## config.mk

```make
export PLATFORM = sky130hd
export DESIGN_NAME = fixed_block_free_list_allocator
export DESIGN_NICKNAME = d
export VERILOG_FILES = /design/src/fbfla_pkg.sv /design/src/fbfla_ctrl.sv /design/src/fbfla_dp.sv /design/src/fixed_block_free_list_allocator.sv
export VERILOG_INCLUDE_DIRS = /design/src /design/src/src
export SDC_FILE = /design/constraint.sdc
export NUM_CORES = 1
export LEC_CHECK = 0
export BUFFER_PORTS_ARGS = -buffer_cell sky130_fd_sc_hd__buf_2
export CAP_MARGIN = 20
export CORE_ASPECT_RATIO = 1.25
export CORE_UTILIZATION = 30
export CTS_CLUSTER_DIAMETER = 200
export DETAILED_ROUTE_END_ITERATION = 8
export GPL_ROUTABILITY_DRIVEN = 0
export PLACE_DENSITY_LB_ADDON = 0.12
export SLEW_MARGIN = 20
export SYNTH_ARGS = -nofsm -noshare
export SYNTH_HDL_FRONTEND = slang
export SYNTH_SLANG_ARGS = --single-unit
```

## constraint.sdc

```tcl
create_clock -name clk -period 4.09 [get_ports clk]
set_input_delay 0.818 -clock clk [delete_from_list [all_inputs] [get_ports clk]]
set_output_delay 0.818 -clock clk [all_outputs]
set_load 0.005 [all_outputs]
```

## src/fixed_block_free_list_allocator_macros.svh

```systemverilog
// Assertion macros for the fixed block free list allocator.
// Included by the modules that carry concurrent assertions; no other dependencies.
`ifndef FIXED_BLOCK_FREE_LIST_ALLOCATOR_MACROS_SVH
`define FIXED_BLOCK_FREE_LIST_ALLOCATOR_MACROS_SVH

// same-cycle implication
`define FBFLA_ASSERT_NOW(label, clk, rst_n, ante, cons, msg) \
	label: assert property (@(posedge clk) disable iff (!(rst_n)) (ante) |-> (cons)) \
		else $error(msg);

// next-cycle implication
`define FBFLA_ASSERT_NEXT(label, clk, rst_n, ante, cons, msg) \
	label: assert property (@(posedge clk) disable iff (!(rst_n)) (ante) |=> (cons)) \
		else $error(msg);

`endif

```

## src/fbfla_pkg.sv

```systemverilog
// Shared types for the fixed block free list allocator.
// No dependencies; imported by the controller, datapath and top level.
package fbfla_pkg;

	typedef enum logic [0:0] {
		ST_IDLE,
		ST_EXEC
	} state_t;

	typedef struct packed {
		logic load;
		logic commit;
	} cmd_t;

endpackage

```

## src/fbfla_ctrl.sv

```systemverilog
// Controller for the fixed block free list allocator: request sequencing and output beat valid.
// Depends on fbfla_pkg and fixed_block_free_list_allocator_macros.svh.
`include "fixed_block_free_list_allocator_macros.svh"

module fbfla_ctrl (
	input  logic            clk,
	input  logic            arst_n,
	input  logic            in_valid,
	output logic            in_stall,
	output logic            out_valid,
	input  logic            out_stall,
	output fbfla_pkg::cmd_t cmd
);
	import fbfla_pkg::*;

	state_t state_q;
	state_t state_n;
	logic   out_valid_q;

	always_ff @(posedge clk or negedge arst_n) begin
		if (!arst_n) begin
			state_q     <= ST_IDLE;
			out_valid_q <= 1'b0;
		end else begin
			state_q <= state_n;
			if (cmd.commit) begin
				out_valid_q <= 1'b1;
			end else if (!out_stall) begin
				out_valid_q <= 1'b0;
			end
		end
	end

	always_comb begin
		state_n    = state_q;
		in_stall   = 1'b1;
		cmd.load   = 1'b0;
		cmd.commit = 1'b0;
		case (state_q)
			ST_IDLE: begin
				in_stall = 1'b0;
				if (in_valid) begin
					cmd.load = 1'b1;
					state_n  = ST_EXEC;
				end
			end
			ST_EXEC: begin
				// link read lands this cycle; commit once the output slot frees
				if (!out_valid_q || !out_stall) begin
					cmd.commit = 1'b1;
					state_n    = ST_IDLE;
				end
			end
			default: begin
				state_n = ST_IDLE;
			end
		endcase
	end

	assign out_valid = out_valid_q;

	`FBFLA_ASSERT_NOW(a_no_overwrite, clk, arst_n, out_valid_q && out_stall, !cmd.commit, "result overwritten while stalled")
	`FBFLA_ASSERT_NEXT(a_load_exec, clk, arst_n, cmd.load, state_q == ST_EXEC, "load did not enter exec")
	`FBFLA_ASSERT_NEXT(a_commit_valid, clk, arst_n, cmd.commit, out_valid_q, "commit gave no output beat")
	`FBFLA_ASSERT_NOW(a_one_cmd, clk, arst_n, 1'b1, !(cmd.load && cmd.commit), "load and commit together")

endmodule

```

## src/fbfla_dp.sv

```systemverilog
// Datapath for the fixed block free list allocator: link memory, head, counters, result register.
// Depends on fbfla_pkg; driven by fbfla_ctrl commands.
module fbfla_dp #(
	parameter int BLOCKS = 16
) (
	input  logic            clk,
	input  logic            arst_n,
	input  fbfla_pkg::cmd_t cmd,
	input  logic            func,
	input  logic [3:0]      block_index,
	output logic            granted,
	output logic [3:0]      given_index,
	output logic [4:0]      blocks_free,
	output logic [4:0]      blocks_used,
	output logic [4:0]      peak_used,
	output logic [31:0]     failed_requests
);
	import fbfla_pkg::*;

	localparam int IW = (BLOCKS > 1) ? $clog2(BLOCKS) : 1;
	localparam int LW = $clog2(BLOCKS + 1);
	localparam int XW = (LW > 4) ? LW : 4;
	localparam int OW = (LW > 5) ? LW : 5;

	logic              func_q;
	logic [3:0]        idx_q;
	logic [LW-1:0]     head_q;
	logic [LW-1:0]     free_q;
	logic [LW-1:0]     peak_q;
	logic [31:0]       refusals_q;
	logic [LW-1:0]     link_mem [BLOCKS];
	logic [BLOCKS-1:0] link_valid_q;
	logic [LW-1:0]     rd_q;

	logic              granted_q;
	logic [3:0]        given_q;
	logic [4:0]        free_out_q;
	logic [4:0]        used_out_q;
	logic [4:0]        peak_out_q;

	logic [IW-1:0]     head_addr;
	logic [XW-1:0]     idx_x;
	logic [XW-1:0]     head_x;
	logic [IW-1:0]     wr_addr;
	logic              wr_en;
	logic              alloc_ok;
	logic              rel_ok;
	logic [LW-1:0]     free_n;
	logic [LW-1:0]     used_n;
	logic [LW-1:0]     peak_n;
	logic [LW-1:0]     head_n;
	logic [31:0]       refusals_n;
	logic [OW-1:0]     free_o;
	logic [OW-1:0]     used_o;
	logic [OW-1:0]     peak_o;

	assign head_addr = head_q[IW-1:0];
	assign idx_x     = XW'(idx_q);
	assign head_x    = XW'(head_q);
	assign wr_addr   = idx_x[IW-1:0];

	always_comb begin
		alloc_ok = !func_q && (free_q != '0) && (head_q < LW'(BLOCKS));
		rel_ok   = func_q && (idx_x < XW'(BLOCKS)) && (free_q != LW'(BLOCKS));
		wr_en    = cmd.commit && rel_ok;
		if (alloc_ok) begin
			free_n = free_q - LW'(1);
			head_n = rd_q;
		end else if (rel_ok) begin
			free_n = free_q + LW'(1);
			head_n = idx_x[LW-1:0];
		end else begin
			free_n = free_q;
			head_n = head_q;
		end
		used_n = LW'(BLOCKS) - free_n;
		peak_n = (alloc_ok && (used_n > peak_q)) ? used_n : peak_q;
		refusals_n = refusals_q;
		if (!func_q && !alloc_ok && (refusals_q != '1)) begin
			refusals_n = refusals_q + 32'd1;
		end
	end

	assign free_o = OW'(free_n);
	assign used_o = OW'(used_n);
	assign peak_o = OW'(peak_n);

	always_ff @(posedge clk) begin
		if (cmd.load) begin
			func_q <= func;
			idx_q  <= block_index;
		end
	end

	// link memory; an entry never written reads as its successor index
	always_ff @(posedge clk) begin
		if (wr_en) begin
			link_mem[wr_addr] <= head_q;
		end
		rd_q <= link_valid_q[head_addr] ? link_mem[head_addr] : (LW'(head_addr) + LW'(1));
	end

	always_ff @(posedge clk or negedge arst_n) begin
		if (!arst_n) begin
			link_valid_q <= '0;
			head_q       <= '0;
			free_q       <= LW'(BLOCKS);
			peak_q       <= '0;
			refusals_q   <= '0;
		end else begin
			if (wr_en) begin
				link_valid_q[wr_addr] <= 1'b1;
			end
			if (cmd.commit) begin
				head_q     <= head_n;
				free_q     <= free_n;
				peak_q     <= peak_n;
				refusals_q <= refusals_n;
			end
		end
	end

	always_ff @(posedge clk) begin
		if (cmd.commit) begin
			granted_q  <= alloc_ok;
			given_q    <= alloc_ok ? head_x[3:0] : 4'd0;
			free_out_q <= free_o[4:0];
			used_out_q <= used_o[4:0];
			peak_out_q <= peak_o[4:0];
		end
	end

	assign granted         = granted_q;
	assign given_index     = given_q;
	assign blocks_free     = free_out_q;
	assign blocks_used     = used_out_q;
	assign peak_used       = peak_out_q;
	assign failed_requests = refusals_q;

endmodule

```

## src/fixed_block_free_list_allocator.sv

```systemverilog
// Fixed block free list allocator: a pool of BLOCKS equal blocks kept as a LIFO free list.
// Takes one request beat (func 0 allocates the head block, func 1 releases block_index)
// and returns one result beat with the grant, the block given and the pool counters.
// Channels: in_valid/in_stall carry requests, out_valid/out_stall carry results;
// a beat moves on a clock edge with valid high and stall low.
// A result is registered once the request is taken, the link memory read at the head has landed
// and the output slot is free. A new request is taken only once the last one has committed.
// The next request is taken while a result waits; it completes once that result is gone.
// When the receiver stalls, the result and its fields hold; no result is lost.
// Refused allocates bump a saturating 32-bit counter. Counts are given modulo 32.
// Reset (arst_n low, asynchronous) empties the channels, frees every block, clears
// the peak and refusal counts and marks every link as pointing to its successor at once.
// Depends on fbfla_pkg, fbfla_ctrl and fbfla_dp.
module fixed_block_free_list_allocator #(
	parameter int BLOCKS = 16
) (
	input  logic        clk,
	input  logic        arst_n,
	input  logic        in_valid,
	output logic        in_stall,
	input  logic        func,
	input  logic [3:0]  block_index,
	output logic        out_valid,
	input  logic        out_stall,
	output logic        granted,
	output logic [3:0]  given_index,
	output logic [4:0]  blocks_free,
	output logic [4:0]  blocks_used,
	output logic [4:0]  peak_used,
	output logic [31:0] failed_requests
);
	import fbfla_pkg::*;

	cmd_t cmd;

	fbfla_ctrl u_ctrl (
		.clk       (clk),
		.arst_n    (arst_n),
		.in_valid  (in_valid),
		.in_stall  (in_stall),
		.out_valid (out_valid),
		.out_stall (out_stall),
		.cmd       (cmd)
	);

	fbfla_dp #(
		.BLOCKS (BLOCKS)
	) u_dp (
		.clk             (clk),
		.arst_n          (arst_n),
		.cmd             (cmd),
		.func            (func),
		.block_index     (block_index),
		.granted         (granted),
		.given_index     (given_index),
		.blocks_free     (blocks_free),
		.blocks_used     (blocks_used),
		.peak_used       (peak_used),
		.failed_requests (failed_requests)
	);

endmodule

```

==> results.toml <==
[global_routing]
grt_max_degree = 44
grt_pass1_wl_mm = 27.6
grt_overflow = 0
grtUsageTotal_pct = 14.3
grt_pass1_vias = 4760
antenna_found_initial = 2

[drt]
wl_per_cell_um = 17.7
viasPerCell = 4.83
routed-via-count = 4673
drt_iter0_drc = 238
detail-route-antenna-nets = 0
drt_wl_total_mm = 17.2
drcViolationCount = 0
drtPass1Iterations = 4

[final_layout]
nets = 644
design_area_mm2 = 0.00920
layout_commonest_cell = "edfxtp_1"
area_delta_synth_final_pct = 20.8
drive_above_1_share_pct = 32.9
final_cell_mix = "edfxtp_1, dfrtp_1, buf_2"
antennaDiodeCount = 0

[floorplanning]
die_y_um = 180
start_util_pct = 30.9
dieArea_mm2 = 0.0260
die_w_um = 144
core.rowCount = 64
ios = 63
core_area_mm2 = 0.0247

[pwr]
leakage_nw = 3.59
power_mw = 6.87
powerDensity_mw_per_mm2 = 747
peakVddDrop_uv = 302

[sta]
period_share_pct = 95.5
max-slew-margin-rel_pct = 38.6
hold_viol_final = 0
final-setup-viol-count = 0
period_needed_ps = 3900
maxSlewViolCount = 0
clock.fmax_mhz = 256
finClkSkew_ps = 9.40
worst_pin_slew_ps = 914

[clock_network]
path_clk_slew_ps = 70
cts_tree = "done"
cts-root-buf = "clkbuf_16"
htree_levels = 4
cts_buffer_depth = 2
cts_buffers = 17
insertion_delay_ps = 430
cts_num_sinks = 174
hold_buffers = 0

[logic_synthesis]
avgSynthCellArea_um2 = 14.4
synth_cell_types = 65
ys_top_cells_by_area = "edfxtp_1, dfrtp_1, mux4_2, xnor2_1, ha_1"
synthesis.area_mm2 = 0.00761
synthCells = 529
synth_edf_count = 104
ys.warnings.count = 0
yosysSeqAreaShare_pct = 63.7
yosysTopAreaCellShare_pct = 41.0
synthFlopType = "edfxtp_1"
ys_ff_latch = 174
synth_area_leader_cell = "edfxtp_1"
synth_nets = 548
synthArstFlopShare_pct = 37.4

[worst_setup_path]
required_ps = 4410
slowest_stage = "dfrtp_1"
crit_chain = "inv_2 -> ha_2 -> buf_4 -> nor4b_4 -> nor2_2 -> nor2_2 -> xnor2_2 -> ha_2 -> inv_2 -> a211oi_2 -> nand2_1 -> xnor2_2 -> ha_1 -> and3_4 -> a311o_1 -> a211oi_4 -> buf_4 -> mux2_4"
critPathArrivalTime_ps = 4230
cpPeakStageDelay_ps = 390
end_kind = "register"
start_kind = "register"
critPathTopFamily = "simple AND/OR/NAND/NOR gates"
path_class = "reg -> reg"
startpoint = "u_dp.free_q[0]"
path_max_fanout = 5
cp_num_buf_inv = 4
r2r-start = "u_dp.free_q[0]"

[place]
postPlaceCellArea_mm2 = 0.00848
place_hpwl_mm = 11.7
port_buffers = 62

[run_status]
status = "finished clean"

[worst_hold_path]
hold_class = "in -> async"

[flow_run]
cap_violations = 0
==> timing repair <==
action | in CTS | in global routing
setup buffers | 0 | 8
setup endpoints to repair | 0 | 10
gates resized for setup | 0 | 15
==> path summary, 6_finish.rpt <==
path | endpoint | slack [ps] | cells past startpoint
max in group asynchronous | u_dp.failed_requests[19] | 2960 | 2
max | u_dp.peak_q[2] | 190 | 18
min in group clk | u_dp.link_valid_q[14] | 470 | 1
min reg2reg | u_dp.link_valid_q[14] | 470 | 1
min | u_dp.failed_requests[2] | 390 | 1
max reg2reg | u_dp.peak_q[2] | 190 | 18
==> cell type report <==
cell class                      count  area [µm²]
Clock buffer                       18         429
Sequential cell                   174        4850
Timing Repair Buffer               94         561
Tap cell                          330         413
Clock inverter                     14         173
Multi-Input combinational cell    318        2700
Inverter                           20        75.1
Fill cell                        2414       15500
==> power by group <==
part           internal [mW]  switching [mW]  leakage, nW
logic                   1.23            1.32         1.47
clock network          0.927           0.734        0.290
registers               2.38           0.278         1.83
==> flip-flops by register name, summed over array words and instances, names as in the netlist <==
| signal | flops |
|---|---|
| u_dp.blocks_used | 5 |
| u_ctrl.out_valid | 1 |
| u_dp.link_mem | 80 |
| u_ctrl.state_q | 1 |
| u_dp.rd_q | 5 |
| u_dp.granted | 1 |
| u_dp.peak_used | 5 |
| u_dp.free_q | 5 |
| u_dp.idx_q | 4 |
| u_dp.func_q | 1 |
| u_dp.peak_q | 5 |
| u_dp.blocks_free | 4 |
| u_dp.given_index | 4 |
| u_dp.link_valid_q | 16 |
| u_dp.failed_requests | 32 |
| u_dp.head_q | 5 |
==> worst reg2reg max path, stage by stage, from the launching register on <==
cell and delay (ps):
dfrtp_1 390, inv_2 60, ha_2 170, buf_4 120, nor4b_4 280, nor2_2 100, nor2_2 170, xnor2_2 150
ha_2 200, inv_2 60, a211oi_2 230, nand2_1 150, xnor2_2 160, ha_1 320, and3_4 190, a311o_1 340
a211oi_4 250, buf_4 180, mux2_4 300
==> through the flow <==
| stage | setup TNS, ps | utilization, % | instances | hold slack, ps | setup WS, ps |
|---|---|---|---|---|---|
| detailed placement | 0 | 34.4 | 928 | 454 | 104 |
| floorplan | 0 | - | 529 | 434 | 38.8 |
| global route | -117 | 37.3 | 968 | 413 | -45.2 |
| global placement | 0 | 34.4 | 928 | 449 | 215 |
| CTS | 0 | 36.8 | 960 | 469 | 80.2 |
| finish | 0 | 37.3 | 968 | 391 | 186 |
==> Yosys cell counts, types with 2 or more instances <==
cell type,n
mux4_2,25
or2_2,19
buf_1,2
ha_1,10
o311ai_1,2
nand4b_1,2
o21ai_0,11
buf_2,5
dfxtp_1,5
edfxtp_1,104
nand2_1,32
xnor2_1,28
mux2i_1,11
a21o_1,4
and2_1,4
a22oi_1,2
o221ai_1,4
nor2b_1,6
a21oi_1,6
nand2b_1,5
a21bo_2,2
a31oi_1,2
clkbuf_1,7
nor2_1,31
o211ai_1,5
nand4_1,15
inv_1,18
xor2_1,10
buf_4,2
inv_2,2
nor3_1,9
and4_1,4
and3_1,9
nand3_1,16
mux2_2,11
nor4_1,6
nor2_2,2
dfrtp_1,64
==> cells by family (layout without fill, tap and decap cells) <==
group / count (synthesis) / count (layout) / synth area share (%)
AOI/OAI and AO/OA: 53 / 53 / 5.51
xor gates and xnor gates: 39 / 39 / 4.59
adders and majority gates: 10 / 10 / 1.64
buffers and inverters: 37 / 146 / 2.10
DFF: 174 / 174 / 63.7
muxes: 47 / 47 / 10.5
and+or+nand+nor: 169 / 169 / 12.0
==> per-layer routing <==
| metal | global-route usage [%] | routed length, µm |
|---|---|---|
| met5 | 0 | 23 |
| met4 | 4.80 | 212 |
| met1 | 18.6 | 7740 |
| met3 | 3.45 | 559 |
| met2 | 23.2 | 8620 |
No activity file was read; power rests on OpenSTA's default activity.
